[config.mk]
export PLATFORM = sky130hd
export DESIGN_NAME = islip_crossbar_scheduler_unit
export DESIGN_NICKNAME = d
export VERILOG_FILES = /design/src/rtl/core/isl_pkg.sv /design/src/rtl/core/isl_rr_arbiter.sv /design/src/rtl/core/islip_crossbar_scheduler_unit.sv
export SDC_FILE = /design/constraint.sdc
export NUM_CORES = 1
export LEC_CHECK = 0
export BUFFER_PORTS_ARGS = -buffer_cell sky130_fd_sc_hd__buf_2
export CORE_ASPECT_RATIO = 0.5
export CORE_UTILIZATION = 45
export DETAILED_ROUTE_END_ITERATION = 8
export GPL_TIMING_DRIVEN = 0
export MAX_ROUTING_LAYER = met4
export SYNTH_ARGS = -nofsm -noshare
export SYNTH_HDL_FRONTEND = slang
export SYNTH_SLANG_ARGS = --single-unit
[constraint.sdc]
create_clock -name clk -period 11.4 [get_ports clk]
set_input_delay 1.71 -clock clk [delete_from_list [all_inputs] [get_ports clk]]
set_output_delay 1.71 -clock clk [all_outputs]
set_load 0.02 [all_outputs]
[src/rtl/core/isl_pkg.sv]
// isl_pkg: shared types and constants for the iSLIP crossbar scheduler.
// No dependencies; imported by isl_rr_arbiter and the top level.
`default_nettype none

package isl_pkg;

    localparam int MAX_PORTS  = 8;
    localparam int PORT_W     = 3;
    localparam int MATRIX_W   = MAX_PORTS * MAX_PORTS;
    localparam int ITER_W     = 4;

    localparam logic [ITER_W-1:0] ITER_RESET = 4'd2;

    // Result of one round-robin pick.
    typedef struct packed {
        logic              found;
        logic [PORT_W-1:0] idx;
    } arb_pick_t;

endpackage

`default_nettype wire

[src/rtl/core/isl_rr_arbiter.sv]
// isl_rr_arbiter: round-robin pick of the first set bit at or after a pointer,
// wrapping at PORTS. Depends on isl_pkg.
`default_nettype none

module isl_rr_arbiter #(
    parameter int PORTS = 8
) (
    input  wire logic [isl_pkg::MAX_PORTS-1:0] req,
    input  wire logic [isl_pkg::PORT_W-1:0]    ptr,
    output isl_pkg::arb_pick_t                 pick
);
    import isl_pkg::*;

    // Walk from the far end back so the nearest candidate wins.
    always_comb
    begin
        logic [PORT_W:0] cand;
        pick = '0;
        for (int k = PORTS - 1; k >= 0; k--)
        begin
            cand = {1'b0, ptr} + (PORT_W + 1)'(k);
            if (cand >= (PORT_W + 1)'(PORTS))
            begin
                cand = cand - (PORT_W + 1)'(PORTS);
            end
            if (req[cand[PORT_W-1:0]])
            begin
                pick.found = 1'b1;
                pick.idx   = cand[PORT_W-1:0];
            end
        end
    end

endmodule

`default_nettype wire

[src/rtl/core/islip_crossbar_scheduler_unit.sv]
// islip_crossbar_scheduler_unit: iSLIP matching over a PORTS x PORTS crossbar.
// Depends on isl_pkg and isl_rr_arbiter.
`default_nettype none

//  channel  | handshake                  | payload
//  ---------+----------------------------+--------------------------------------
//  in       | in_valid / in_ready        | request_matrix[63:0]
//  out      | out_valid / out_ready      | match_matrix[63:0], matched_inputs[7:0]
//  cfg      | cfg_valid / cfg_ready (=1) | cfg_data[3:0] -> iteration_count
//
// One round-robin arbiter serves every grant and accept decision: each iteration
// steps through the grant phase (one output per cycle), then the accept phase
// (one input per cycle). The result is registered in the finish state and
// in_ready rises with it, so a new request is taken only after the last result
// is registered. A stalled out channel holds the finish state until the output
// register frees. Reset zeroes pointers, iteration_count 2.

module islip_crossbar_scheduler_unit #(
    parameter int PORTS = 8
) (
    input  wire logic                          clk,
    input  wire logic                          rst_n,
    input  wire logic                          in_valid,
    output logic                               in_ready,
    input  wire logic [isl_pkg::MATRIX_W-1:0]  request_matrix,
    output logic                               out_valid,
    input  wire logic                          out_ready,
    output logic [isl_pkg::MATRIX_W-1:0]       match_matrix,
    output logic [isl_pkg::MAX_PORTS-1:0]      matched_inputs,
    input  wire logic                          cfg_valid,
    output logic                               cfg_ready,
    input  wire logic [isl_pkg::ITER_W-1:0]    cfg_data
);
    import isl_pkg::*;

    localparam int PIDX_W = $clog2(PORTS);

    localparam logic [1:0] ST_IDLE   = 2'd0;
    localparam logic [1:0] ST_GRANT  = 2'd1;
    localparam logic [1:0] ST_ACCEPT = 2'd2;
    localparam logic [1:0] ST_FINISH = 2'd3;

    logic [1:0]              state_reg, state_next;
    logic [ITER_W-1:0]       iter_cfg_reg, iter_cfg_next;
    logic [ITER_W-1:0]       iter_idx_reg, iter_idx_next;
    logic [PIDX_W-1:0]       port_idx_reg, port_idx_next;
    logic [MATRIX_W-1:0]     req_reg, req_next;
    logic [MATRIX_W-1:0]     grant_reg, grant_next;
    logic [MATRIX_W-1:0]     match_reg, match_next;
    logic [MAX_PORTS-1:0]    in_matched_reg, in_matched_next;
    logic [MAX_PORTS-1:0]    out_matched_reg, out_matched_next;
    logic [PORT_W-1:0]       gp_reg [PORTS];
    logic [PORT_W-1:0]       gp_next [PORTS];
    logic [PORT_W-1:0]       ap_reg [PORTS];
    logic [PORT_W-1:0]       ap_next [PORTS];
    logic                    out_valid_reg, out_valid_next;
    logic [MATRIX_W-1:0]     out_match_reg, out_match_next;
    logic [MAX_PORTS-1:0]    out_inputs_reg, out_inputs_next;

    logic [MAX_PORTS-1:0]    arb_req;
    logic [PORT_W-1:0]       arb_ptr;
    arb_pick_t               arb_pick;
    logic [PORT_W-1:0]       port3;
    logic                    last_port;
    logic                    last_iter;

    function automatic logic [PORT_W-1:0] next_port(input logic [PORT_W-1:0] p);
        logic [PORT_W:0] s;
        s = {1'b0, p} + (PORT_W + 1)'(1);
        if (s == (PORT_W + 1)'(PORTS))
        begin
            s = '0;
        end
        return s[PORT_W-1:0];
    endfunction

    isl_rr_arbiter #(
        .PORTS (PORTS)
    ) u_arb (
        .req  (arb_req),
        .ptr  (arb_ptr),
        .pick (arb_pick)
    );

    assign port3     = PORT_W'(port_idx_reg);
    assign last_port = (port_idx_reg == PIDX_W'(PORTS - 1));
    assign last_iter = ((iter_idx_reg + ITER_W'(1)) == iter_cfg_reg);

    assign in_ready       = (state_reg == ST_IDLE);
    assign cfg_ready      = 1'b1;
    assign out_valid      = out_valid_reg;
    assign match_matrix   = out_match_reg;
    assign matched_inputs = out_inputs_reg;

    // Arbiter operands: requesting inputs per output in grant phase,
    // granting outputs per input in accept phase.
    always_comb
    begin
        logic [MAX_PORTS-1:0] row;
        row     = '0;
        arb_req = '0;
        arb_ptr = '0;
        if (state_reg == ST_GRANT)
        begin
            arb_ptr = gp_reg[port_idx_reg];
            for (int c = 0; c < PORTS; c++)
            begin
                row = req_reg[c*MAX_PORTS +: MAX_PORTS];
                arb_req[c] = row[port3] && !in_matched_reg[c];
            end
        end
        else
        begin
            arb_ptr = ap_reg[port_idx_reg];
            arb_req = grant_reg[{port3, 3'b000} +: MAX_PORTS];
        end
    end

    always_comb
    begin
        state_next       = state_reg;
        iter_cfg_next    = iter_cfg_reg;
        iter_idx_next    = iter_idx_reg;
        port_idx_next    = port_idx_reg;
        req_next         = req_reg;
        grant_next       = grant_reg;
        match_next       = match_reg;
        in_matched_next  = in_matched_reg;
        out_matched_next = out_matched_reg;
        gp_next          = gp_reg;
        ap_next          = ap_reg;
        out_valid_next   = out_valid_reg;
        out_match_next   = out_match_reg;
        out_inputs_next  = out_inputs_reg;

        if (cfg_valid)
        begin
            iter_cfg_next = cfg_data;
        end

        if (out_valid_reg && out_ready)
        begin
            out_valid_next = 1'b0;
        end

        case (state_reg)
            ST_IDLE:
            begin
                if (in_valid)
                begin
                    req_next         = request_matrix;
                    grant_next       = '0;
                    match_next       = '0;
                    in_matched_next  = '0;
                    out_matched_next = '0;
                    iter_idx_next    = '0;
                    port_idx_next    = '0;
                    state_next       = (iter_cfg_reg == '0) ? ST_FINISH : ST_GRANT;
                end
            end
            ST_GRANT:
            begin
                if (!out_matched_reg[port3] && arb_pick.found)
                begin
                    grant_next[{arb_pick.idx, port3}] = 1'b1;
                end
                port_idx_next = last_port ? '0 : port_idx_reg + PIDX_W'(1);
                if (last_port)
                begin
                    state_next = ST_ACCEPT;
                end
            end
            ST_ACCEPT:
            begin
                if (!in_matched_reg[port3] && arb_pick.found)
                begin
                    if (iter_idx_reg == '0)
                    begin
                        ap_next[port_idx_reg] = next_port(arb_pick.idx);
                        gp_next[arb_pick.idx[PIDX_W-1:0]] = next_port(port3);
                    end
                    in_matched_next[port3]          = 1'b1;
                    out_matched_next[arb_pick.idx]  = 1'b1;
                    match_next[{port3, arb_pick.idx}] = 1'b1;
                end
                port_idx_next = last_port ? '0 : port_idx_reg + PIDX_W'(1);
                if (last_port)
                begin
                    grant_next    = '0;
                    iter_idx_next = iter_idx_reg + ITER_W'(1);
                    state_next    = last_iter ? ST_FINISH : ST_GRANT;
                end
            end
            ST_FINISH:
            begin
                if (!out_valid_reg || out_ready)
                begin
                    out_valid_next  = 1'b1;
                    out_match_next  = match_reg;
                    out_inputs_next = in_matched_reg;
                    state_next      = ST_IDLE;
                end
            end
            default:
            begin
                state_next = ST_IDLE;
            end
        endcase
    end

    always_ff @(posedge clk or negedge rst_n)
    begin
        if (!rst_n)
        begin
            state_reg     <= ST_IDLE;
            iter_cfg_reg  <= ITER_RESET;
            iter_idx_reg  <= '0;
            port_idx_reg  <= '0;
            out_valid_reg <= 1'b0;
            for (int p = 0; p < PORTS; p++)
            begin
                gp_reg[p] <= '0;
                ap_reg[p] <= '0;
            end
        end
        else
        begin
            state_reg     <= state_next;
            iter_cfg_reg  <= iter_cfg_next;
            iter_idx_reg  <= iter_idx_next;
            port_idx_reg  <= port_idx_next;
            out_valid_reg <= out_valid_next;
            for (int p = 0; p < PORTS; p++)
            begin
                gp_reg[p] <= gp_next[p];
                ap_reg[p] <= ap_next[p];
            end
        end
    end

    always_ff @(posedge clk)
    begin
        req_reg         <= req_next;
        grant_reg       <= grant_next;
        match_reg       <= match_next;
        in_matched_reg  <= in_matched_next;
        out_matched_reg <= out_matched_next;
        out_match_reg   <= out_match_next;
        out_inputs_reg  <= out_inputs_next;
    end

endmodule

`default_nettype wire

==> results, run 1 <==
- After detailed routing, the number of remaining DRC violations is 0.
- The worst register-to-register path begins at state_reg[1].
- Measured along the y axis, the die boundary spans 136 um.
- The final max-slew violation count is 0.
- The startpoint of the most critical hold path is match_reg[3].
- The tool flagged a number of max-cap violations equal to 0.
- The number of rows created at floorplan is 48.
- The number of antenna violations at the first check in global routing came to 2.
- Counting flops with an async set or reset pin after synthesis yields a share of 18.1%.
- The HPWL after detailed placement is 35.9 mm.
- Global routing consumed, over all layers together, 27.6% of the routing resources.
- The floorplan step set the die width to 271 um.
- After synthesis, the largest family of logic cells by area is compound AO/OA/AOI/OAI gates.
- During I/O placement, the number of pins put on the boundary was 148.
- The first detailed-routing pass took 5 iterations.
- In the finished design, the share of the clock period the worst path needs comes to 61.8%.
- The maximum fanout count along the critical path is 10.
- The count of buffers inserted at the top-level ports is 146.
- The clock period minus worst slack is 7.05 ns.
- The hold path endpoint is match_matrix[3].
- In this run the post-CTS setup repair buffer count came out at 0.
- The xor/xnor cell area share of the yosys netlist is 0.532%.
- The largest buffer count on any clock path is 3.
- The clock insertion delay at the later pin of the skew report is 0.60 ns.
- The starting density of the core is 46.4%.
- Clock tree synthesis inserted a total of 31 buffers.
- The share of cell area taken by muxes after synthesis is 8.23%.
- The number of library cell types mapped by synthesis is 96.
- Derived from the worst setup path, the maximum achievable clock frequency is 142 MHz.
- The core region is 35000 um^2.
- Synthesis handed over a netlist of 1165 instances.
- The number of synthesized flops with an enable pin is 280.
- The wire length per cell after detailed routing is 26.5 um.
- The sequential element share of the synthesized area is 61.4%.
- The flow ran to the end, and the final reports show no timing, DRC or antenna violations.
- The number of filler cells placed in the layout is 2982.
- The total number of clock tree sinks is 342.
- The remaining number of nets flagged by the antenna check after routing is 0.
- After global routing the overflow that remains totals 0.
- The share of synthesized cell area in and, or, nand and nor gates is 9.43%.
- The launching element type of the critical path is a register.
- The path class of the tightest hold or removal check is reg2reg.
- At the pin with the least slew margin, the transition time is 1.43 ns.
- The maximum number of pins on one net before global-route repair is 73.
- STA puts the critical path data required time at 11.93 ns.
- The first-pass GRT wire length is 72.7 mm.
- The proportion of layout cells with a drive suffix above 1 is 29.0%.
- Buffers inserted to repair hold after CTS numbered 0.
- The most used flip-flop cell after synthesis is sky130_fd_sc_hd__edfxtp_1.
- The setup TNS is 0 ns.
- The total number of yosys warnings is 0.
- Setup repair after global routing left no endpoint under its margin.
- From synthesis to final layout, the design area changed by 15.9%.
- For this design, the slowest cell found on the critical path is sky130_fd_sc_hd__xnor2_1.
- The post-synthesis instance area is 16200 um^2.
- The category of the most critical setup path is reg2reg.
- The repair_antennas step left the layout with diodes totalling 0.
- The flip-flop and latch count after synthesis is 342.
- In this run the tightest slew margin relative to its limit is 3.59%.
- The critical path goes through inv_1, ha_1, clkbuf_1, inv_1, clkbuf_1, a221o_1, o21ai_1, buf_2, ha_1, inv_1, clkbuf_1, nor3_1, a22oi_1, a2111oi_0, a211oi_1, o211ai_1, nor2_4, inv_4, buf_4, buf_6, ha_1, xnor2_1, mux2_2.
- Summing the areas of all fa, ha and maj instances in the mapped netlist gives 0.848% of the synthesized area.
- The number of failing hold endpoints at the final stage came to 0.
- The initial detailed-routing violation count is 1238.
- The count of nets after finishing is 1435.
- The buffer cell driving the clock tree root is sky130_fd_sc_hd__clkbuf_16.
- The clock tree skew after final layout is 0.0185 ns.
- The final route contains 11344 vias.
- The element type at the critical path end is a register.
- The via count of the first global-routing pass is 11110.
- The worst register-to-register path ends at ap_reg[5].
- The post-synthesis net count is 1249.
- The post-cts gate resize count is 0.
- The synthesized-area fraction occupied by ao, oa, aoi and oai cells is 16.2%.
- Summed over all layers, the routed wires come to 49.0 mm.
- The endpoint arrival time on the critical path is 7.58 ns.
- In this run the register-to-register setup slack is 4.35 ns.
- Using the TritonRoute via totals, the vias-per-cell ratio works out to 6.13.
- The weighted congestion at the end of routability-driven global placement is 0.916.
- The area of the die is 36900 um^2.
- The setup-violating endpoint count in the final report is 0.
- The number of stages on the worst hold path is 0.
- The count of cells along the worst register-to-register path is 23.
- The H-tree depth is 1.
- Dividing the synthesized area by the synthesized cell count gives 13.9 um^2.
- The peak per-stage delay on the critical path is 0.64 ns.
- TritonCTS built the clock tree.
- After clock tree synthesis, the clock-pin slew on the worst setup and hold paths is 0.07 ns.
[per-stage QoR]
stage               cell area [um^2]  cells  utilization (%)  hold WS, ns  setup slack [ns]
finish                         18800   1851             53.7        0.454              4.35
global route                   18800   1851             53.7        0.465              4.00
CTS                            18800   1851             53.7        0.454              4.56
detailed placement             17800   1793             50.7        0.438              4.58
global placement               17600   1786             50.1        0.439             0.630
floorplan                      16200   1165                -        0.427              3.69
[placed cells by master, fill, tap and decap left out, drive strengths merged, types with 17 or more instances in the layout]
master	instances
mux2i	40
nor2	33
o21ai	25
nor3	84
mux2	70
nand3	17
a21oi	18
a221oi	17
edfxtp	280
clkbuf	62
nand2	52
buf	202
clkinv	18
dfrtp	61
o21a	146
inv	20
[metal layers]
metal	vias to the layer above	routed length [um]	global-route usage, %
li1	4951	-	-
met1	5865	21900	39.0
met2	461	22200	41.7
met3	67	4160	5.72
met4	0	740	4.36
met5	-	0	-
[worst max path at each step]
| stage | end | start |
|---|---|---|
| finish | ap_reg[5] | state_reg[1] |
| global route | ap_reg[23] | state_reg[1] |
| CTS | ap_reg[5] | state_reg[1] |
| detailed placement | ap_reg[5] | state_reg[1] |
| global placement | match_reg[35] | state_reg[1] |
| floorplan | in_matched_reg[0] | port3[1] |
[Yosys cell counts, types with 15 or more instances]
cell	n	area [um^2]
sky130_fd_sc_hd__nand3_1	17	85.1
sky130_fd_sc_hd__nor3_1	43	215
sky130_fd_sc_hd__mux2i_1	38	380
sky130_fd_sc_hd__nand2_1	51	191
sky130_fd_sc_hd__buf_2	15	75.1
sky130_fd_sc_hd__clkbuf_1	28	105
sky130_fd_sc_hd__dfrtp_1	61	1530
sky130_fd_sc_hd__edfxtp_1	280	8410
sky130_fd_sc_hd__mux2_2	63	709
sky130_fd_sc_hd__a21oi_1	18	90.1
sky130_fd_sc_hd__nor3_2	38	380
sky130_fd_sc_hd__buf_4	21	158
sky130_fd_sc_hd__nor2_1	30	113
sky130_fd_sc_hd__inv_1	15	56.3
sky130_fd_sc_hd__o21ai_0	16	80.1
sky130_fd_sc_hd__o21a_1	146	1100
[kinds of logic after synthesis]
kind of cell | Yosys count
flip-flops | 342
AO/OA/AOI/OAI | 339
AND/OR/NAND/NOR | 252
multiplexers | 115
buffers and inverters | 96
adder cells (fa/ha/maj) | 11
XOR/XNOR | 9
other | 1
[worst max-delay path: cells and delay by family, from the launching register on]
family	cells	cell delay [ns]
XOR/XNOR	1	0.64
adder cells (fa/ha/maj)	3	0.68
AO/OA/AOI/OAI	6	2.05
flip-flops	1	0.41
multiplexers	1	0.29
AND/OR/NAND/NOR	2	0.37
buffers and inverters	10	2.51
[layout make-up]
type,instances,area (um^2),share of cell area (%)
Multi-Input combinational cell,727,5760,30.6
Buffer,77,469,2.49
Clock inverter,24,262,1.39
Sequential cell,342,9960,52.9
Tap cell,475,594,3.16
Timing Repair Buffer,153,903,4.80
Clock buffer,34,797,4.24
Inverter,19,73.8,0.392
Power of run 1 is not shown: default switching activity piles up to over one toggle a cycle in this logic, so the estimate is an artifact.
==> run 2: changes to the inputs <==
==> constraint.sdc (replaced) <==
create_clock -name clk -period 6.9 [get_ports clk]
set_input_delay 1.035 -clock clk [delete_from_list [all_inputs] [get_ports clk]]
set_output_delay 1.035 -clock clk [all_outputs]
set_load 0.02 [all_outputs]
==> results, run 2 (same netlist as run 1, synthesis figures left out) <==
- The most heavily used metal layer in global routing is met2 (unchanged).
- The clock insertion delay at the later pin of the skew report was 0.60 ns (about the same).
- The wire length per cell after detailed routing came to 27.0 um (was 26.5 um).
- The final worst setup slack is 0.282 ns (was 4.35 ns).
- The first-pass GRT wire length is 73.9 mm (was 72.7 mm).
- The cell with the largest stage delay on the worst path is sky130_fd_sc_hd__clkbuf_1 (was sky130_fd_sc_hd__xnor2_1).
- The count of nets after finishing is 1434 (was 1435).
- The starting density of the core is 46.4% (unchanged).
- The top-level port count was 148 (unchanged).
- The number of buffers created by CTS is 31 (unchanged).
- The number of antenna violations at the first check in global routing came to 3 (was 2).
- The startpoint of the most critical hold path is match_reg[57] (was match_reg[3]).
- The via total after detailed routing came to 11423 (was 11344).
- The remaining number of nets flagged by the antenna check after routing came to 0 (unchanged).
- The timing startpoint of the critical path is port3[2] (was state_reg[1]).
- The final worst hold slack is 0.444 ns (was 0.454 ns).
- The buffer cell driving the clock tree root is sky130_fd_sc_hd__clkbuf_16 (unchanged).
- The data required time at the worst endpoint is 7.25 ns (was 11.93 ns).
- The fraction of met1 tracks used by global routing was 39.5% (was 39.0%).
- The kind of path behind the tightest hold check was reg2reg (unchanged).
- The via count normalized by instance count is 6.17 (was 6.13).
- Outcome: finished, final reports clean (unchanged).
- The placeable core region is 35000 um^2 (unchanged).
- Sequence of cells on the critical path: buf_4, buf_6, buf_4, buf_6, buf_4, nor2_1, a221o_1, o21ai_1, buf_2, ha_1, inv_1, clkbuf_1, o311ai_0, and2_1, mux2_2, and3_1, a21o_1, nand2_1, buf_2, buf_2, nor3_1, o21a_1 (was inv_1, ha_1, clkbuf_1, inv_1, clkbuf_1, a221o_1, o21ai_1, buf_2, ha_1, inv_1, clkbuf_1, nor3_1, a22oi_1, a2111oi_0, a211oi_1, o211ai_1, nor2_4, inv_4, buf_4, buf_6, ha_1, xnor2_1, mux2_2).
- The clock transition time at the flip-flop clock pins of the worst setup and hold paths is 0.07 ns (about the same).
- The largest buffer count on any clock path is 3 (unchanged).
- The relative slew slack is 4.17% (was 3.59%).
- The clock tree skew after final layout is 0.0155 ns (was 0.0185 ns).
- The vertical die dimension is 136 um (unchanged).
- The HPWL reported at the end of detailed placement is 36.6 mm (was 35.9 mm).
- The CTS tree is done (unchanged).
- The total number of clock tree sinks is 342 (unchanged).
- Setup repair after global routing missed its margin: false (unchanged).
- The first-pass detailed-route iteration total is 5 (unchanged).
- The worst setup timing slack at the placement stage is 0.0987 ns (was 4.58 ns).
- The number of failing hold endpoints at the final stage was 0 (unchanged).
- The setup-violating endpoint count in the final report was 0 (unchanged).
- The highest achievable clock rate came to 151 MHz (was 142 MHz).
- The total wire length is 49.9 mm (was 49.0 mm).
- Commonest cells after routing, fill and taps aside: sky130_fd_sc_hd__edfxtp_1 (280), sky130_fd_sc_hd__buf_2 (161), sky130_fd_sc_hd__o21a_1 (146) (was sky130_fd_sc_hd__edfxtp_1 (280), sky130_fd_sc_hd__buf_2 (160), sky130_fd_sc_hd__o21a_1 (146)).
- The final max-slew violation count was 0 (unchanged).
- The endpoint arrival time on the critical path is 6.97 ns (was 7.58 ns).
- The buffer and inverter count on the worst path is 10 (unchanged).
- The area added between synthesis and finish is 15.6% (was 15.9%).
- The weighted congestion at the end of routability-driven global placement is 0.979 (was 0.916).
- The category of the most critical setup path is reg2reg (unchanged).
- The met2 global-route usage is 42.8% (was 41.7%).
- The area of the die was 36900 um^2 (unchanged).
- The global-route met3 utilization is 4.82% (was 5.72%).
- The most frequent standard cell in the layout excluding fill and tap cells is sky130_fd_sc_hd__edfxtp_1 (unchanged).
- The cell family contributing the most delay on the critical path is buffers and inverters (unchanged).
- The launching element type of the critical path is a register (unchanged).
- The total routing usage reported by global routing is 28.0% (was 27.6%).
- The utilization after layout is 53.6% (was 53.7%).
- The count of buffers inserted at the top-level ports is 146 (unchanged).
- The proportion of layout cells with a drive suffix above 1 came to 29.2% (was 29.0%).
- The worst reg2reg path startpoint was port3[2] (was state_reg[1]).
- The portion of the clock cycle consumed by the worst path in the final layout is 95.9% (was 61.8%).
- The peak per-stage delay on the critical path was 0.45 ns (was 0.64 ns).
- The number of rows created at floorplan came to 48 (unchanged).
- The element type at the critical path end was a register (unchanged).
- The width of the chip is 271 um (unchanged).
- The H-tree depth is 1 (unchanged).
- The total of max-cap violations is 0 (unchanged).
- The via count of the first global-routing pass came to 11410 (was 11110).
- The maximum number of pins on one net before global-route repair is 39 (was 73).
- The initial detailed-routing violation count was 1342 (was 1238).
- The remaining global-route overflow is 0 (unchanged).
- The remaining design rule violation count is 0 (unchanged).
- The actual slew at the worst max-slew pin was 1.43 ns (about the same).
- The maximum fanout count along the critical path was 10 (unchanged).
- The clock period minus worst slack is 6.62 ns (was 7.05 ns).
[run 2: changes by cell type in the layout (fill, tap and decap cells not counted), moves of 2 or more]
cell / before / now
sky130_fd_sc_hd__clkinv_4: 0 / 3
sky130_fd_sc_hd__bufinv_16: 5 / 3
sky130_fd_sc_hd__diode_2: 0 / 2
sky130_fd_sc_hd__buf_16: 4 / 1
sky130_fd_sc_hd__clkinvlp_4: 0 / 3
sky130_fd_sc_hd__clkbuf_1: 30 / 28
sky130_fd_sc_hd__clkinv_2: 9 / 5
sky130_fd_sc_hd__buf_12: 3 / 6
sky130_fd_sc_hd__inv_6: 0 / 2
[run 2: what timing repair did]
action,in CTS,in global routing
buffers inserted,0,0
hold buffers,0,0
endpoints found under the setup margin,0,18
resized for setup,0,2
hold endpoints to repair,0,0
[run 2: through the flow]
stage | instances | TNS (ns) | instance area [um^2]
after floorplan | 1165 | 0 | 16200
after global placement | 1786 | -186.48 | 17600
after detailed placement | 1793 | 0 | 17700
after CTS | 1851 | 0 | 18800
after global routing | 1852 | 0 | 18800
final | 1852 | 0 | 18800
[run 2: routing by layer]
layer	part of all wire (%)	vias to the layer above	wire length (um)
met5	0	-	0
met4	1.9	0	947
met3	9.6	82	4810
met2	45	573	22500
met1	43	5788	21700
li1	-	4980	-
[run 2: area by class of cell]
class	instances	area, um^2
Multi-Input combinational cell	727	5770
Inverter	19	73.8
Buffer	76	465
Clock inverter	26	235
Sequential cell	342	9960
Clock buffer	32	779
Fill cell	3026	16200
Tap cell	475	594
Timing Repair Buffer	153	878
Antenna cell	2	5.00
[run 2: path summary, 6_finish.rpt]
check	to	slack, ns	cells past startpoint
max in group asynchronous	gp_reg[22]	5.70	2
worst min-delay path	match_matrix[57]	0.44	0
worst max-delay path	grant_reg[5]	0.28	22
worst max register to register	grant_reg[5]	0.28	22
worst min register to register	match_matrix[57]	0.44	0
min in group asynchronous	ap_reg[15]	0.55	1
[run 2: worst register-to-register path: cells and delay by family, from the launching register on]
family                     cells  cell delay [ns]
buffers and inverters         10             2.80
AOI/OAI and AO/OA              5             1.58
and+or+nand+nor                5             0.98
DFF                            1             0.37
adders and majority gates      1             0.36
muxes                          1             0.30
Power of run 2 is left out for the same reason.
